## src/rtl/gcode_motion_to_robot_moves_assert.svh

```systemverilog
// Assertion macros shared by the motion converter RTL.
`ifndef GCODE_MOTION_TO_ROBOT_MOVES_ASSERT_SVH
`define GCODE_MOTION_TO_ROBOT_MOVES_ASSERT_SVH

// Checks a property on every rising clock edge outside reset.
`define GMR_ASSERT(lbl, prop, msg) \
  lbl: assert property (@(posedge clk_i) disable iff (!rst_ni) prop) else $error(msg);

// Checks that a condition is followed in the next cycle by a consequence.
`define GMR_ASSERT_NEXT(lbl, pre, post, msg) \
  `GMR_ASSERT(lbl, (pre) |=> (post), msg)

`endif

```

## src/rtl/gmr_pkg.sv

```systemverilog
// Shared types, codes and constants of the motion converter.
package gmr_pkg;

  typedef enum logic [1:0] {
    CMD_LINEAR = 2'd0,
    CMD_CW     = 2'd1,
    CMD_CCW    = 2'd2,
    CMD_OTHER  = 2'd3
  } cmd_e;

  typedef enum logic [2:0] {
    KIND_EXT_ON  = 3'd0,
    KIND_EXT_OFF = 3'd1,
    KIND_FIRST   = 3'd2,
    KIND_LINEAR  = 3'd3,
    KIND_CIRC    = 3'd4
  } kind_e;

  localparam logic [1:0] CFG_ORIGIN_X = 2'd0;
  localparam logic [1:0] CFG_ORIGIN_Y = 2'd1;
  localparam logic [1:0] CFG_HEIGHT   = 2'd2;

  localparam int CFG_BITS    = 22;
  localparam int ORIGIN_BITS = 22;
  localparam int HEIGHT_BITS = 20;
  localparam int ZW          = 34;

  localparam logic [31:0] GAIN_Q30     = 32'd652032874;
  localparam logic [31:0] HALF_TURN    = 32'h8000_0000;
  localparam logic [31:0] QUARTER_TURN = 32'h4000_0000;

  typedef enum logic [3:0] {
    S_IDLE, S_SQ_I, S_SQ_J, S_SQRT, S_SQRT_W, S_ANG_S, S_ANG_S_W, S_ANG_E,
    S_ANG_E_W, S_GAIN, S_ROT, S_ROT_W, S_VIA, S_EVT, S_MOVE
  } seq_state_e;

  typedef enum logic [1:0] {
    CS_IDLE, CS_NORM, CS_STEP
  } cor_state_e;

  typedef struct packed {
    logic start;
    logic rotate;
  } cor_req_t;

  typedef struct packed {
    logic done;
    logic busy;
  } cor_status_t;

  // Arctangent of 2^-k as a fraction of a full turn scaled by 2^32.
  function automatic logic [31:0] turn_atan(input logic [4:0] k);
    logic [31:0] r;
    case (k)
      5'd0:  r = 32'd536870912;
      5'd1:  r = 32'd316933406;
      5'd2:  r = 32'd167458907;
      5'd3:  r = 32'd85004756;
      5'd4:  r = 32'd42667331;
      5'd5:  r = 32'd21354465;
      5'd6:  r = 32'd10679838;
      5'd7:  r = 32'd5340245;
      5'd8:  r = 32'd2670163;
      5'd9:  r = 32'd1335087;
      5'd10: r = 32'd667544;
      5'd11: r = 32'd333772;
      5'd12: r = 32'd166886;
      5'd13: r = 32'd83443;
      5'd14: r = 32'd41722;
      5'd15: r = 32'd20861;
      5'd16: r = 32'd10430;
      5'd17: r = 32'd5215;
      5'd18: r = 32'd2608;
      5'd19: r = 32'd1304;
      5'd20: r = 32'd652;
      5'd21: r = 32'd326;
      5'd22: r = 32'd163;
      5'd23: r = 32'd81;
      5'd24: r = 32'd41;
      5'd25: r = 32'd20;
      5'd26: r = 32'd10;
      5'd27: r = 32'd5;
      5'd28: r = 32'd3;
      5'd29: r = 32'd1;
      5'd30: r = 32'd1;
      default: r = 32'd0;
    endcase
    return r;
  endfunction

endpackage

```

## src/rtl/gmr_cordic.sv

```systemverilog
// Iterative CORDIC unit shared between vectoring (angle) and rotation (sin/cos).
module gmr_cordic #(
  parameter int CW           = 35,
  parameter int CORDIC_STEPS = 20
) (
  input  logic                      clk_i,
  input  logic                      rst_ni,
  input  gmr_pkg::cor_req_t         req_i,
  input  logic signed [CW-1:0]      x_i,
  input  logic signed [CW-1:0]      y_i,
  input  logic signed [gmr_pkg::ZW-1:0] z_i,
  output gmr_pkg::cor_status_t      status_o,
  output logic signed [CW-1:0]      x_o,
  output logic signed [CW-1:0]      y_o,
  output logic [31:0]               z_o
);

  localparam int KW = (CORDIC_STEPS > 1) ? $clog2(CORDIC_STEPS) : 1;
  localparam int ZW = gmr_pkg::ZW;

  gmr_pkg::cor_state_e cs_q, cs_d;
  logic signed [CW-1:0] x_q, x_d, y_q, y_d, xs, ys, ay;
  logic signed [ZW-1:0] z_q, z_d, at;
  logic [KW-1:0]        k_q, k_d;
  logic                 rot_q, rot_d, done_q, done_d, up;

  always_comb begin
    cs_d   = cs_q;
    x_d    = x_q;
    y_d    = y_q;
    z_d    = z_q;
    k_d    = k_q;
    rot_d  = rot_q;
    done_d = 1'b0;
    xs     = x_q >>> k_q;
    ys     = y_q >>> k_q;
    ay     = y_q[CW-1] ? -y_q : y_q;
    up     = rot_q ? !z_q[ZW-1] : (y_q <= 0);
    at     = signed'(ZW'(gmr_pkg::turn_atan(5'(k_q))));
    case (cs_q)
      gmr_pkg::CS_IDLE: begin
        if (req_i.start) begin
          rot_d = req_i.rotate;
          k_d   = '0;
          if (req_i.rotate) begin
            x_d  = x_i;
            y_d  = y_i;
            z_d  = z_i;
            cs_d = gmr_pkg::CS_STEP;
          end else begin
            if (x_i[CW-1]) begin
              x_d = -x_i;
              y_d = -y_i;
              z_d = signed'(ZW'(gmr_pkg::HALF_TURN));
            end else begin
              x_d = x_i;
              y_d = y_i;
              z_d = '0;
            end
            cs_d = gmr_pkg::CS_NORM;
          end
        end
      end
      gmr_pkg::CS_NORM: begin
        if (x_q == '0 && y_q == '0) begin
          z_d    = '0;
          done_d = 1'b1;
          cs_d   = gmr_pkg::CS_IDLE;
        end else if (~|x_q[CW-1:30] && ~|ay[CW-1:30]) begin
          x_d = x_q <<< 1;
          y_d = y_q <<< 1;
        end else begin
          cs_d = gmr_pkg::CS_STEP;
        end
      end
      gmr_pkg::CS_STEP: begin
        if (up) begin
          x_d = x_q - ys;
          y_d = y_q + xs;
          z_d = z_q - at;
        end else begin
          x_d = x_q + ys;
          y_d = y_q - xs;
          z_d = z_q + at;
        end
        k_d = k_q + 1'b1;
        if (k_q == KW'(CORDIC_STEPS - 1)) begin
          done_d = 1'b1;
          cs_d   = gmr_pkg::CS_IDLE;
        end
      end
      default: cs_d = gmr_pkg::CS_IDLE;
    endcase
  end

  always_ff @(posedge clk_i or negedge rst_ni) begin
    if (!rst_ni) begin
      cs_q   <= gmr_pkg::CS_IDLE;
      done_q <= 1'b0;
      k_q    <= '0;
      rot_q  <= 1'b0;
    end else begin
      cs_q   <= cs_d;
      done_q <= done_d;
      k_q    <= k_d;
      rot_q  <= rot_d;
    end
  end

  always_ff @(posedge clk_i) begin
    x_q <= x_d;
    y_q <= y_d;
    z_q <= z_d;
  end

  assign status_o.done = done_q;
  assign status_o.busy = (cs_q != gmr_pkg::CS_IDLE);
  assign x_o = x_q;
  assign y_o = y_q;
  assign z_o = z_q[31:0];

endmodule

```

## config.mk

```make
export PLATFORM = sky130hd
export DESIGN_NAME = gmr_cordic
export DESIGN_NICKNAME = d
export VERILOG_FILES = /design/src/rtl/gcode_motion_to_robot_moves_assert.svh /design/src/rtl/gmr_pkg.sv /design/src/rtl/gmr_cordic.sv
export SDC_FILE = /design/constraint.sdc
export NUM_CORES = 1
export LEC_CHECK = 0
export BUFFER_PORTS_ARGS = -buffer_cell sky130_fd_sc_hd__buf_2
export CAP_MARGIN = 40
export CELL_PAD_IN_SITES_DETAIL_PLACEMENT = 1
export CELL_PAD_IN_SITES_GLOBAL_PLACEMENT = 2
export CORE_MARGIN = 5
export CORE_UTILIZATION = 30
export CTS_CLUSTER_DIAMETER = 80
export DETAILED_ROUTE_END_ITERATION = 10
export PLACE_DENSITY_LB_ADDON = 0.1
export SLEW_MARGIN = 0
export SYNTH_ARGS = -nofsm -noshare
export SYNTH_HDL_FRONTEND = slang
export SYNTH_SLANG_ARGS = --single-unit
```

## constraint.sdc

```tcl
create_clock -name clk_i -period 7.7 [get_ports clk_i]
set_clock_uncertainty 0.05 [all_clocks]
set_input_delay 0.77 -clock clk_i [delete_from_list [all_inputs] [get_ports clk_i]]
set_output_delay 0.77 -clock clk_i [all_outputs]
set_load 0.01 [all_outputs]
```

Word-level counts from Yosys, hierarchy flattened
Memories as Yosys holds them, arrays and structs flattened.
Index checks and enable logic that the tools add are counted.
{ "word_totals": {"n_memories": 1, "mem_bits_ro": 960, "register_bits": 113, "wordCells": 81, "out_inout_bits": 104} }
{ "memory_table": {"columns": ["memory", "words", "word_bits", "read_ports", "rd_clocked_by_memory_dff", "wr", "line", "source"], "rows": [
  ["(no name shown)", 32, 30, 1, 0, 0, "gmr_pkg.sv:54", "case (k)"]
]} }
{ "op_classes": {"mux": 33, "n_lt_le_gt_ge": 1, "n_reduce_logical": 18, "n_addsub": 10, "n_eq_ne": 9, "shifts": 2} }
{ "ops": {"columns": ["operator", "count"], "rows": [
  ["$mux 35", 13],
  ["$pmux 35 s3", 2],
  ["$mux 34", 4],
  ["$neg 35->35", 3],
  ["$pmux 34 s3", 1],
  ["$add 35x35->35", 2],
  ["$logic_not 35->1", 2],
  ["$sshr 35x5->35", 2],
  ["$sub 35x35->35", 2],
  ["$le 35x1->1 const B", 1],
  ["$add 34x33->34", 1],
  ["$sub 34x33->34", 1],
  ["$mux 32", 1],
  ["$mux 2", 5],
  ["$ne 2x2->1 const B", 5],
  ["$pmux 5 s2", 1],
  ["$reduce_or 5->1", 2],
  ["$pmux 2 s3", 1],
  ["$reduce_and 3->1", 2],
  ["$add 5x1->5 const B", 1],
  ["$eq 5x5->1 const B", 1],
  ["$mux 5", 1],
  ["$reduce_and 2->1", 2],
  ["$reduce_and 4->1", 1],
  ["10 further kinds", 16]
]} }

Depth between registers and ports, before layout
{ "logic_depth": {"depth_word": 8, "ltp_mapped": 30, "mapped_depth_nobuf": 25} }

Worst setup path before layout
OpenSTA, ideal clock, no wires.
{ "synth_timing": {"path_type": "register to register", "startpoint": "register x_q[34] (netlist: x_o[34])", "endpoint": "register x_q[0] (netlist: x_o[0]), enable pin", "arrival_time_ns": 6.773, "period_less_slack_ns": 7.426, "required_ns": 7.048, "stages_incl_launch_ff": 7, "setup_ns": 0.602, "slack_ns": 0.274, "cell_sequence": "edfxtp_1 -> clkbuf_1 -> buf_1 -> or4_1 -> nor2_1 -> o211ai_1 -> a211oi_1"} }
{ "synth_between": {"elab_chain_len": 5, "elab_cells_between_ends": 8} }
{ "synth_rtl": {"columns": ["element", "line", "source"], "rows": [
  ["start: declaration", "gmr_cordic.sv:22", "logic signed [CW-1:0] x_q, x_d, y_q, y_d, xs, ys, ay;"],
  ["start signal: assignment", "gmr_cordic.sv:111", "x_q <= x_d;"],
  ["branches (longest 4 deep; another with $logic_not 35->1)", null, null],
  ["$reduce_and 4->1 (no source line) *", null, null]
]} }
Every way passes the cells marked *.
A chain may end at the register's enable or synchronous reset.

Worst setup path in the final report
{ "layout_timing": {"startpoint": "register k_q[1]", "endpoint": "register x_q[34] (netlist: x_o[34]), data pin"} }
{ "layout_between": {"elab_chain_len": 4, "elab_cells_between_ends": 5} }
{ "layout_rtl": {"columns": ["element", "line", "source"], "rows": [
  ["start: declaration", "gmr_cordic.sv:24", "logic [KW-1:0] k_q, k_d;"],
  ["start signal: assignment", "gmr_cordic.sv:105", "k_q <= k_d;"],
  ["$sshr 35x5->35 *", "gmr_cordic.sv:36", "ys = y_q >>> k_q;"],
  ["$add 35x35->35 / $sub 35x35->35 (equally long branches)", "gmr_cordic.sv:82, gmr_cordic.sv:78", null],
  ["$mux 35 *", "gmr_cordic.sv:77", "if (up) begin"],
  ["$pmux 35 s3 *", "gmr_cordic.sv:40", "case (cs_q)"],
  ["named net x_d[34]", "gmr_cordic.sv:22", null]
]} }
The timed path passes the listed nets; every way through them passes the cells marked *.

==> flow_summary.ini <==
[placed_design]
finalWeightedCongestion = 0.903
port_buffers = 211
dp_hpwl_um = 71300
place_area_um2 = 22000

[finish]
syn_to_final_growth_pct = 14.4
layout-drive-gt1-share = 0.192
utilization = 0.346
postLayoutCellArea_um2 = 22700
antenna_cells = 0
nets = 2845
fillCellCount = 7912

[sta]
finalCriticalPeriod_ps = 7020
holdWs_ps = 113
tightest_slew_ps = 958
maxSlewViolCount = 0
setup_tns_ps = 0
post-route-period-util = 0.912
relSlewSlack = 0.345
grt_setup_unrepaired = no
hold_violations = 0
setup_viol = 0
fmax_mhz = 142

[global_route]
grt_pass1_wl_um = 136000
grt_max_degree = 86
antenna_found_initial = 1
grt_pass1_vias = 21300
use_met2 = 0.425
busiest_layer = met2
overflow = 0
grt_use_met1 = 0.325
grt_usage = 0.245
grt_use_met3 = 0.0285

[cts]
cts_tree = built
clkTransAtPathRegs_ps = 70
clock-sinks = 113
cts-hold-fix-buffers = 0
clk_path_buf_depth = 2
cts_root_buf = clkbuf_16
cts_buffers = 17
clk_latency_ps = 490
htreeDepth = 4

[setup_path]
cp_max_fo = 32
worstPathArrival_ps = 7190
path_cells = buf_4, mux4_2, mux4_2, mux2_2, inv_1, ha_1, and4bb_2, o21ai_1, nor4_1, nor2b_1, a21oi_1, xnor2_1, ha_1, nand2_1, o21ai_0, a2111oi_1, o31ai_1, o21a_1, a211o_1, a31oi_1, o21ai_0, xnor2_1, a221o_1
slowest_stage = dfrtp_4
max_stage_delay_ps = 790
endpoint_kind = register
r2r_cells = 23
critPathKind = reg2reg
cp-start-kind = register
cp.required_ps = 7870

[floorplanning]
core_um2 = 65700
start_util = 0.302
fp.dieArea_um2 = 71500
io_pins = 212
rows = 94
dieHeight_um = 267
die_w_um = 267

[routing]
routedWlPerCell_um = 25.9
drtIter0Drc = 1435
ant_nets = 0
via_per_inst = 5.88
drc = 0
via_count = 20600
drt_wl_total_um = 90500
dr.pass1.iters = 5

[synth]
synthTopCellsByArea = edfxtp_1 (16%), mux4_2 (8.0%), ha_1 (7.4%)
synthArstFlopShare = 0.0796
synthFlopType = edfxtp_1
yosysWarnings = 0
syn_inst = 2469
synth-edff-count = 104
synth.cell_area_um2 = 19900
ys_ff_latch = 113
syn_avg_cell_area_um2 = 8.05
synth_common_cells = nand2_1 (251), nor2_1 (209), a21oi_1 (208)
yosysTopAreaCellShare = 0.157
yosys.cell_count.top_type = nand2_1
syn_nets = 2698
ys_types = 94
yosysTopAreaCell = edfxtp_1
ys_seq_area_frac = 0.168

[hold_path]
hold_path_class = in2async

[status]
status = finished, final reports clean

[run]
cap_violations = 0
## cell usage in the layout, fill, tap and decap left out, types with 20 or more instances in the layout
| master | n |
|---|---|
| inv_1 | 53 |
| mux2_2 | 41 |
| o21ai_0 | 177 |
| a211oi_1 | 20 |
| nor4_1 | 30 |
| xnor2_1 | 126 |
| mux2i_1 | 86 |
| edfxtp_1 | 104 |
| o31ai_1 | 22 |
| nand3_1 | 37 |
| xor2_1 | 103 |
| buf_2 | 213 |
| and3_1 | 21 |
| nor2b_1 | 28 |
| a31oi_1 | 28 |
| nor2_1 | 207 |
| o22ai_1 | 21 |
| ha_1 | 117 |
| nand2_1 | 250 |
| o221ai_1 | 28 |
| nand4_1 | 20 |
| o21a_1 | 31 |
| or3_1 | 22 |
| a21oi_1 | 208 |
| mux4_2 | 71 |
| nor3_1 | 49 |
| buf_4 | 87 |
| a22oi_1 | 31 |
| o211ai_1 | 21 |
| a21o_1 | 50 |
| nand2b_1 | 38 |
## final cells by class
class                      instances  area, µm²  area share
timing repair buffer             310       1940      0.0852
tap                              864       1080      0.0475
multi-input combinational       2116      15500       0.680
clock buffer                      19        443      0.0195
sequential                       113       3360       0.148
clock inverter                    13        231      0.0102
inverter                          58        218     0.00957
## through the flow
stage	setup WS, ps	cells
after floorplan	274	2469
after global placement	623	3453
after detailed placement	430	3459
after CTS	379	3491
after global routing	141	3493
final	681	3493
## cells by family (layout without fill, tap and decap cells)
logic type	count (synthesis)	count (layout)	synth area share
compound gates	791	791	0.259
xor+xnor	229	229	0.101
fa+ha+maj	121	121	0.0773
buf+inv	240	400	0.0569
flops	113	113	0.168
mux	205	205	0.153
simple gates	770	770	0.184
## path summary, 6_finish.rpt
| path | from | to | slack [ps] |
|---|---|---|---|
| max in group asynchronous | rst_ni | k_q[1]$_DFFE_PN0P_ | 7220 |
| hold / removal | rst_ni | done_q$_DFF_PN0_ | 110 |
| setup / recovery | k_q[1]$_DFFE_PN0P_ | x_o[34]$_DFFE_PP_ | 680 |
| min in group clk_i | z_i[10] | z_q[10]$_DFFE_PP_ | 520 |
| setup reg to reg | k_q[1]$_DFFE_PN0P_ | x_o[34]$_DFFE_PP_ | 680 |
| hold reg to reg | cs_q[0]$_DFFE_PN0P_ | cs_q[0]$_DFFE_PN0P_ | 540 |
## layer usage
metal / wire length [µm] / vias to the layer above
li1: - / 9626
met1: 40600 / 10400
met2: 44200 / 474
met3: 3380 / 79
met4: 2320 / 0
met5: 0 / -
## worst max-delay path, delay by kind of cell, from the launching register on
family | cells | cell delay (ps)
compound gates | 10 | 2440
xor+xnor | 2 | 300
fa+ha+maj | 2 | 560
buf+inv | 2 | 440
flops | 1 | 790
mux | 3 | 1210
simple gates | 4 | 960
## registers in the layout, summed over array words and instances (netlist names)
register and count:
x_o 35, z_q 34, cs_q 2, rot_q 1, k_q 5, y_o 35
done_q 1
## repair_timing
item,4_1_cts,5_1_grt
endpoints found under the setup margin,0,5
gates resized for setup,0,1
buffers inserted,0,2
Power is not shown: default switching activity piles up to over one toggle a cycle in this logic, so the estimate is an artifact.
