==> src/rtl/gcode_motion_to_robot_moves_assert.svh <==
// Assertion macros shared by the motion converter RTL.
`ifndef GCODE_MOTION_TO_ROBOT_MOVES_ASSERT_SVH
`define GCODE_MOTION_TO_ROBOT_MOVES_ASSERT_SVH

// Checks a property on every rising clock edge outside reset.
`define GMR_ASSERT(lbl, prop, msg) \
  lbl: assert property (@(posedge clk_i) disable iff (!rst_ni) prop) else $error(msg);

// Checks that a condition is followed in the next cycle by a consequence.
`define GMR_ASSERT_NEXT(lbl, pre, post, msg) \
  `GMR_ASSERT(lbl, (pre) |=> (post), msg)

`endif

==> src/rtl/gmr_isqrt.sv <==
// Bit-pair integer square root of a 64-bit value, two radicand bits a cycle.
module gmr_isqrt (
  input  logic        clk_i,
  input  logic        rst_ni,
  input  logic        start_i,
  input  logic [63:0] n_i,
  output logic        done_o,
  output logic [31:0] root_o
);

  logic [63:0] n_q;
  logic [33:0] rem_q;
  logic [31:0] root_q;
  logic [4:0]  cnt_q;
  logic        busy_q, done_q;
  logic [35:0] rem_t, trial;

  assign rem_t = {rem_q, n_q[63:62]};
  assign trial = {2'b00, root_q, 2'b01};

  always_ff @(posedge clk_i or negedge rst_ni) begin
    if (!rst_ni) begin
      busy_q <= 1'b0;
      done_q <= 1'b0;
      cnt_q  <= '0;
    end else begin
      done_q <= 1'b0;
      if (start_i) begin
        busy_q <= 1'b1;
        cnt_q  <= 5'd31;
      end else if (busy_q) begin
        cnt_q <= cnt_q - 1'b1;
        if (cnt_q == '0) begin
          busy_q <= 1'b0;
          done_q <= 1'b1;
        end
      end
    end
  end

  always_ff @(posedge clk_i) begin
    if (start_i) begin
      n_q    <= n_i;
      rem_q  <= '0;
      root_q <= '0;
    end else if (busy_q) begin
      n_q <= n_q << 2;
      if (rem_t >= trial) begin
        rem_q  <= 34'(rem_t - trial);
        root_q <= {root_q[30:0], 1'b1};
      end else begin
        rem_q  <= 34'(rem_t);
        root_q <= {root_q[30:0], 1'b0};
      end
    end
  end

  assign done_o = done_q;
  assign root_o = root_q;

endmodule

==> config.mk <==
export PLATFORM = sky130hd
export DESIGN_NAME = gmr_isqrt
export DESIGN_NICKNAME = d
export VERILOG_FILES = /design/src/rtl/gcode_motion_to_robot_moves_assert.svh /design/src/rtl/gmr_isqrt.sv
export SDC_FILE = /design/constraint.sdc
export NUM_CORES = 1
export LEC_CHECK = 0
export ABC_CLOCK_PERIOD_IN_PS = 5150
export BUFFER_PORTS_ARGS = -buffer_cell sky130_fd_sc_hd__clkbuf_2
export CAP_MARGIN = 10
export CORE_MARGIN = 5
export CORE_UTILIZATION = 50
export DETAILED_ROUTE_END_ITERATION = 12
export PLACE_DENSITY = 0.79
export SYNTH_ARGS = -nofsm -noshare
export SYNTH_HDL_FRONTEND = slang
export SYNTH_SLANG_ARGS = --single-unit
==> constraint.sdc <==
create_clock -name clk_i -period 5.15 [get_ports clk_i]
set_input_delay 0.515 -clock clk_i [delete_from_list [all_inputs] [get_ports clk_i]]
set_output_delay 0.515 -clock clk_i [all_outputs]
set_load 0.02 [all_outputs]
======== After elaboration in Yosys (flattened, before gate mapping) ========
Index checks and enable logic that the tools add are counted.
cells by class
  $add $sub $neg .......................... 2
  muxes and demuxes ....................... 12
  reduce and logical (&&, ||, !) cells .... 2
  order comparisons ....................... 1
operators by type and width
  kind                   number
  $mux W64               2
  $ge A36 B34 Y1         1
  $mux W34               1
  $sub A34 B34 Y34       1
  $mux W5                2
  $mux W1                7
  $logic_not A5 Y1       1
  $sub A5 B1 Y5 const B  1
  $reduce_bool A2 Y1     1
storage, ports and cells
  output and inout port bits .............. 33
  register bits after elaboration ......... 137
  word-level logic and storage cells ...... 23
  input bits .............................. 67

======== Longest topological paths before layout ========
Gate-level depths: netlist of the first run.
  depth in word-level cells ............... 4
  depth in mapped cells ................... 13
  depth with buffers taken out ............ 10

======== Worst setup path after synthesis of the first run ========
Ideal clock, no wire load.
  kind .................................... input to register
  from .................................... in start_i
  to ...................................... reg n_q[0] (enable)
  slack ................................... 2362 ps
  buffers on the path ..................... 2
  arrival time ............................ 2370 ps
  required time ........................... 4732 ps
  cell stages on the path ................. 4
  library setup time ...................... 418 ps
  cells stage by stage .................... clkbuf_1 -> nor2_1 -> clkbuf_1 -> inv_1
on the way
  longest elaborated chain between the ends .. 1
ends and longest elaborated chain
  what                          RTL line         source
  start: declaration            gmr_isqrt.sv:5   input logic start_i,
  $reduce_bool A2 Y1 (no line)  --
  end signal: assignment        gmr_isqrt.sv:43  n_q <= n_i;
  end signal: assignment        gmr_isqrt.sv:47  n_q <= n_q << 2;
  end: declaration              gmr_isqrt.sv:11  logic [63:0] n_q;
No other way between the ends.
A chain may end at the register's enable or synchronous reset.

======== Worst setup path in the final report of the first run ========
  from .................................... reg root_q[1] (netlist: root_o[1])
  to ...................................... reg rem_q[30]
on the way
  longest elaborated chain between the ends .. 2
  elaborated cells on any way between the ends .. 3
ends and longest elaborated chain
  what                                                RTL line                          source
  start: declaration                                  gmr_isqrt.sv:13                   logic [31:0] root_q;
  start signal: assignment                            gmr_isqrt.sv:50                   root_q <= {root_q[30:0], 1'b1};
  start signal: assignment                            gmr_isqrt.sv:53                   root_q <= {root_q[30:0], 1'b0};
  $sub A34 B34 Y34 or $ge A36 B34 Y1 (tied branches)  gmr_isqrt.sv:49, gmr_isqrt.sv:48
  $mux W34 *                                          gmr_isqrt.sv:48                   if (rem_t >= trial) begin
  end signal: assignment                              gmr_isqrt.sv:49                   rem_q <= 34'(rem_t - trial);
  end signal: assignment                              gmr_isqrt.sv:52                   rem_q <= 34'(rem_t);
  end: declaration                                    gmr_isqrt.sv:12                   logic [33:0] rem_q;
Every way passes the cells marked *; elsewhere a longest branch is shown, timed or not.

==> results_dict.tcl, run 1 <==
set metrics [dict create \
    chip_width_um 132.5 \
    grt_max_degree 82 \
    combinationalPowerShare_pct 45.0 \
    fp.coreArea_sq_mm 0.01464 \
    place.detailed.instances 971 \
    fin_crit_sh_pct 66.63 \
    die-area_sq_mm 0.01757 \
    power.sequential.fraction_pct 28.7 \
    synth.mux.area_fraction_pct 16.50 \
    netSwitchingPower_w 0.001826 \
    design_area_sq_mm 0.008741 \
    timing.critical_path.to "rem_q[30]" \
    cts_max_path_buffers 2 \
    clockRootBuffer "sky130_fd_sc_hd__clkbuf_16" \
    gp_congestion 0.8846 \
    postSynthAreaPerCell_sq_um 10.43 \
    finalClockSkew_ps 6.032 \
    grt.overflow.total 0 \
    post_cts_resized 0 \
    placement.setup.worst_slack_ps 1740 \
    maxCapViolCount 0 \
    final-instance-count-excl-fill 1004 \
    first_global_vias 5443 \
    grt_antenna_before_repair 0 \
    final_max_slew_viol_count 0 \
    netlist_area_sq_mm 0.007508 \
    reg2reg_from "root_o[1]" \
    crit_arrival_ps 3770 \
    min-delay-path-class "primary input to register" \
    drt_first_iter_violations 390 \
    setup.worst_path.start_class "register" \
    synthesis.yosys.warnings 0 \
    regToRegEndpoint "rem_q[30]" \
    cts_made_buffers 17 \
    avgRoutedWirePerCell_um 16.02 \
    buffer_ports.inserted 99 \
    hold_violations 0 \
    yosysTopAreaCellShare_pct 25.60 \
    ant_nets 0 \
    complex_gate_fraction_of_the_synthesized_area_pct 12.76 \
    crit_path_start "root_o[1]" \
    yosys.area_share.xor_xnor_pct 3.733 \
    setup.worst_path.end_class "register" \
    synthDominantAreaCellType "sky130_fd_sc_hd__edfxtp_1" \
    worst_pin_slew_ps 1031 \
    syn_nets 823 \
    synth_top_family_by_area "multiplexers" \
    power_density_mw_per_mm2 566.5 \
    setup_ws_ps 1719 \
    detailedRoute.firstPassIterationCount 5 \
    route.vias.total 5601 \
    groute.usage.overall_pct 18.25 \
    antenna_cells_inserted 0 \
    synth_cell_type_count 60 \
    detail_route.vias_per_cell 5.579 \
    synth-async-reset-ratio_pct 5.109 \
    synth-seq-cells 137 \
    mostFrequentLayoutCell "sky130_fd_sc_hd__clkbuf_2" \
    initial_utilization_pct 51.27 \
    row_count 44 \
    synthFlopType "sky130_fd_sc_hd__dfxtp_1" \
    area_delta_synth_final_pct 16.41 \
    cts_max_level 4 \
    cts_tree "built" \
    fin_setup_tns_ps 0 \
    post-dp-hpwl_um 11010 \
    yosysSeqAreaShare_pct 45.53 \
    route.final.wire_length_um 16090 \
    worst-r2r-setup-slack_ps 1720 \
    path_class "register to register" \
    die_y_um 132.5 \
    synthesis.instances 720 \
    placed_area_sq_mm 0.008103 \
    worstRegToRegCells 11 \
    critical_path_peak_fanout 13 \
    remaining_drc_errors 0 \
    status "complete, no violations" \
    fmax_mhz 291.4 \
    clock_sink_count 137 \
    most-common-layout-cells "sky130_fd_sc_hd__clkbuf_2, sky130_fd_sc_hd__nor2_1, sky130_fd_sc_hd__dfxtp_1" \
    synth_adder_area_share_pct 5.999 \
    cp.required_ps 5490 \
    leakagePower_nw 3.839 \
    grt_pass1_wl_um 26460 \
    clockPowerShare_pct 26.2 \
    clk_latency_ps 420 \
    io_pins 100 \
    unrepaired_setup_endpoints_after_global_routing "false" \
    synth_edf_count 64 \
    synth_simple_gate_area_share_pct 11.05 \
    fraction_of_layout_cells_with_a_size_suffix_above_1_pct 25.49 \
    slew-limit-headroom_pct 31.24 \
    timing.final.setup_violations 0 \
    post_synth_main_area_contributors "sky130_fd_sc_hd__edfxtp_1, sky130_fd_sc_hd__dfxtp_1, sky130_fd_sc_hd__mux2_2, sky130_fd_sc_hd__mux2i_1, sky130_fd_sc_hd__ha_1" \
    post_cts_setup_buffer_count 0 \
    cts.reportedPaths.clkPinSlew_ps 60 \
    ir_drop_uv 289.5 \
    postLayoutCoreUtil_pct 59.69 \
    internal-power_w 0.003126 \
    switching_share_pct 36.87 \
    final_period_minus_worst_setup_slack_ps 3431 \
    finalNetCount 910 \
]
## cell families after synthesis
logic type,count (synthesis)
xor gates and xnor gates,32
AOI/OAI and AO/OA,144
buffers and inverters,79
and+or+nand+nor,176
DFF,137
muxes,116
adders and majority gates,36
## layer usage
metal / vias up / global-route usage, % / part of all wire (%)
li1: 2774 / - / -
met1: 2665 / 23.82 / 45
met2: 138 / 29.44 / 48
met3: 24 / 4.897 / 5.0
met4: 0 / 6.236 / 1.7
met5: - / 0 / 0
## cell type report
class                      count  area (sq um)
clock buffer                  19         432.9
clock inverter                13         195.2
fill                        1206          5903
inverter                      42         157.7
multi-input combinational    504          3757
sequential                   137          3422
tap                          184         230.2
timing repair buffer         105         545.5
## how the worst min path moves through the flow
stage | startpoint | cells after the start | end | slack, ps
after floorplan | rst_ni | 0 | busy_q | 220
after global placement | rst_ni | 1 | cnt_q[1] | 360
after detailed placement | rst_ni | 1 | done_o | 370
after CTS | n_i[1] | 2 | n_q[1] | 360
after global routing | n_i[0] | 2 | n_q[0] | 360
final | n_i[1] | 2 | n_q[1] | 370
## repair_timing
item                                    in CTS  in global routing
endpoints found under the setup margin       0                  0
hold endpoints to repair                     7                  0
hold buffers                                 1                  0
## critical path, stage by stage (launching register included)
cell	delay (ps)
sky130_fd_sc_hd__dfxtp_1	380
sky130_fd_sc_hd__inv_1	60
sky130_fd_sc_hd__ha_1	370
sky130_fd_sc_hd__nor2_1	90
sky130_fd_sc_hd__a2111oi_4	390
sky130_fd_sc_hd__nor2_2	110
sky130_fd_sc_hd__o21a_4	250
sky130_fd_sc_hd__a21oi_4	180
sky130_fd_sc_hd__a31o_1	690
sky130_fd_sc_hd__buf_4	390
sky130_fd_sc_hd__nand2_2	190
sky130_fd_sc_hd__o21ai_0	230
## Yosys cell counts (all sizes together) (3+ instances only)
| library cell | n |
|---|---|
| and4 | 3 |
| xor2 | 10 |
| and2 | 3 |
| dfxtp | 66 |
| nand2 | 41 |
| xnor2 | 22 |
| nor3 | 12 |
| o21a | 5 |
| inv | 42 |
| nor2 | 69 |
| a32oi | 6 |
| nand3 | 9 |
| a31oi | 5 |
| nand2b | 14 |
| and3 | 4 |
| dfrtp | 7 |
| nand4 | 7 |
| mux2 | 62 |
| a311oi | 3 |
| a21oi | 36 |
| buf | 4 |
| nor3b | 3 |
| a211oi | 18 |
| mux2i | 54 |
| a2111oi | 3 |
| o21bai | 3 |
| clkbuf | 33 |
| o21ai | 40 |
| edfxtp | 64 |
| a21o | 10 |
| or3 | 4 |
| ha | 36 |
## flip-flops by register name, indices dropped and copies added, names as in the netlist
register  flops
rem_q        34
root_o       32
done_o        1
n_q          64
busy_q        1
cnt_q         5
## power groups by stage
stage	clock, W	sequential (W)	combinational, W
6_report	0.00130	0.00142	0.00223
5_1_grt	0.00136	0.00144	0.00246
4_1_cts	0.00132	0.00142	0.00221
3_5_place_dp	0	0.00144	0.00218
3_3_place_gp	0	0.00143	0.00214
2_1_floorplan	0	0.00142	0.00182
## per-stage QoR
step / hold slack [ps] / power (W)
finish: 373.6 / 0.004952
global route: 362.9 / 0.005262
CTS: 362.4 / 0.004949
detailed placement: 365.7 / 0.003617
global placement: 364.3 / 0.003576
floorplan: 219.4 / 0.003236
Power figures use the tool's default switching activity.
==> inputs of run 2 (changes only) <==
--- a/config.mk
+++ b/config.mk
@@ -5,7 +5,7 @@
 export SDC_FILE = /design/constraint.sdc
 export NUM_CORES = 1
 export LEC_CHECK = 0
-export ABC_CLOCK_PERIOD_IN_PS = 5150
+export ABC_CLOCK_PERIOD_IN_PS = 3500
 export BUFFER_PORTS_ARGS = -buffer_cell sky130_fd_sc_hd__clkbuf_2
 export CAP_MARGIN = 10
 export CORE_MARGIN = 5
==> constraint.sdc (replaced) <==
create_clock -name clk_i -period 3.5 [get_ports clk_i]
set_input_delay 0.35 -clock clk_i [delete_from_list [all_inputs] [get_ports clk_i]]
set_output_delay 0.35 -clock clk_i [all_outputs]
set_load 0.02 [all_outputs]
==> run 2 against run 1 <==
Via count rose by 0.14%; first-iteration DRC count rose by 15%; cell count rose by 0.30%; non-clock buffer count rose by 3; clock-buffer cell count fell by 2; clock power rose by 34%; hold slack got worse by 170 ps; power rose by 43%; wire length rose by 1.2%; flip-flop and latch count did not move; sequential power rose by 47%.
==> results_dict.tcl, run 2 (same netlist as run 1, synthesis figures left out) <==
set metrics [dict create \
    status "complete, no violations" \
    chip_width_um 132.5 \
    launch_instance_of_the_worst_min_delay_path "n_i[1]" \
    post_cts_setup_buffer_count 0 \
    die_y_um 132.5 \
    cp_cell_sequence "inv_1 > ha_1 > nand2_2 > o21ai_0 > nor2_2 > o21a_4 > a21oi_4 > a31o_1 > buf_4 > mux2i_1 > a211oi_1" \
    ant_nets 0 \
    clockRootBuffer "sky130_fd_sc_hd__clkbuf_16" \
    slew-limit-headroom_pct 51.93 \
    postLayoutCoreUtil_pct 59.66 \
    drt_first_iter_violations 449 \
    crit_arrival_ps 3270 \
    row_count 44 \
    critical_path_peak_fanout 25 \
    first_global_vias 5498 \
    detail_route.vias_per_cell 5.570 \
    route.vias.total 5609 \
    mostFrequentLayoutCell "sky130_fd_sc_hd__clkbuf_2" \
    cts_hold_buf 1 \
    worst-r2r-setup-slack_ps 550 \
    leakagePower_nw 3.841 \
    critical_path.slowest_cell "sky130_fd_sc_hd__dfxtp_1" \
    hold_violations 0 \
    clock_sink_count 137 \
    cts.reportedPaths.clkPinSlew_ps 70 \
    final_period_minus_worst_setup_slack_ps 2948 \
    power_density_mw_per_mm2 812.1 \
    global_routing_met1_resource_utilization_pct 24.25 \
    clk_latency_ps 430 \
    remaining_drc_errors 0 \
    critical-path-max-stage-delay_ps 400 \
    final_max_slew_viol_count 0 \
    most-common-layout-cells "sky130_fd_sc_hd__clkbuf_2, sky130_fd_sc_hd__nor2_1, sky130_fd_sc_hd__dfxtp_1" \
    finalNetCount 913 \
    unrepaired_setup_endpoints_after_global_routing "false" \
    most_flop_heavy_register "n_q" \
    fmax_mhz 339.2 \
    grt_use_met3_pct 6.112 \
    finalClockSkew_ps 9.605 \
    crit_path_start "root_o[5]" \
    area_delta_synth_final_pct 16.36 \
    setup.worst_path.end_class "register" \
    placement.setup.worst_slack_ps 595.4 \
    timing.hold.worst_path_depth 2 \
    gp_congestion 0.8638 \
    grt_antenna_before_repair 0 \
    maxCapViolCount 0 \
    n_fill_cell 1243 \
    buffer_ports.inserted 99 \
    die-area_sq_mm 0.01757 \
    fin_crit_sh_pct 84.23 \
    min-delay-path-class "primary input to register" \
    cts_max_path_buffers 2 \
    timing.final.setup_violations 0 \
    route.final.wire_length_um 16280 \
    cp.required_ps 3820 \
    grt.overflow.total 0 \
    grt_max_degree 86 \
    post_cts_resized 0 \
    cts_tree "built" \
    worstRegToRegCells 11 \
    worst-path-stages 11 \
    fin_setup_tns_ps 0 \
    post-dp-hpwl_um 11250 \
    reg2reg_from "root_o[5]" \
    area_of_combinational_cells_with_multiple_inputs_sq_mm 0.003757 \
    groute.usage.overall_pct 18.95 \
    most_utilized_layer_in_the_global_route_result "met2" \
    cts_max_level 4 \
    crit_family "compound AO/OA/AOI/OAI gates" \
    setup.worst_path.start_class "register" \
    antenna_cells_inserted 0 \
    grt.met2_usage_pct 30.66 \
    worst_pin_slew_ps 718.4 \
    detailedRoute.firstPassIterationCount 5 \
    cts_made_buffers 17 \
    path_class "register to register" \
    setup_ws_ps 552.0 \
    timing.critical_path.buf_inv 2 \
    fp.coreArea_sq_mm 0.01464 \
    regToRegEndpoint "rem_q[7]" \
    regArea_sq_mm 0.003422 \
    ir_drop_uv 399.2 \
    avgRoutedWirePerCell_um 16.16 \
    io_pins 100 \
    initial_utilization_pct 51.27 \
    worst_hold_path.endpoint "n_q[1]" \
    fraction_of_layout_cells_with_a_size_suffix_above_1_pct 26.00 \
    largest_register_ff_count 64 \
    grt_pass1_wl_um 27140 \
]
==> run 2: area by class of cell <==
cell class	instances	area share (%)
Multi-Input combinational cell	504	43.00
Sequential cell	137	39.17
Timing Repair Buffer	108	6.788
Clock buffer	17	4.869
Tap cell	184	2.635
Inverter	42	1.804
Clock inverter	15	1.733
==> run 2: how the worst max path moves through the flow <==
| stage | to | slack [ps] |
|---|---|---|
| after floorplan | rem_q[14] | 840 |
| after global placement | rem_q[22] | 660 |
| after detailed placement | rem_q[7] | 600 |
| after CTS | rem_q[7] | 560 |
| after global routing | rem_q[23] | 260 |
| final | rem_q[7] | 550 |
==> run 2: worst register-to-register path, cell delays in order (launching register included) <==
cell                       delay, ps
sky130_fd_sc_hd__dfxtp_1         400
sky130_fd_sc_hd__inv_1            70
sky130_fd_sc_hd__ha_1            370
sky130_fd_sc_hd__nand2_2         120
sky130_fd_sc_hd__o21ai_0         350
sky130_fd_sc_hd__nor2_2          110
sky130_fd_sc_hd__o21a_4          250
sky130_fd_sc_hd__a21oi_4         190
sky130_fd_sc_hd__a31o_1          170
sky130_fd_sc_hd__buf_4           390
sky130_fd_sc_hd__mux2i_1         150
sky130_fd_sc_hd__a211oi_1        280
==> run 2: routing by layer <==
metal	share of wire (%)	wire length (um)
met5	0	0
met4	1.6	256
met3	5.9	966
met2	47	7729
met1	45	7321
==> run 2: where the power goes <==
part,leakage [nW],switching (W),internal [W]
combinational,2.27,0.00179,0.00147
sequential,1.29,0.000161,0.00193
clock,0.277,0.000794,0.000946
==> run 2: through the flow <==
stage / total power [W] / cell area, sq um / hold WS (ps) / cells
after detailed placement: 0.005344 / 8150 / 208.1 / 974
after global routing: 0.007610 / 8737 / 194.9 / 1007
final: 0.007096 / 8737 / 205.0 / 1007
after CTS: 0.007114 / 8737 / 191.1 / 1007
after global placement: 0.005271 / 8150 / 200.3 / 974
after floorplan: 0.004761 / 7508 / 54.41 / 720
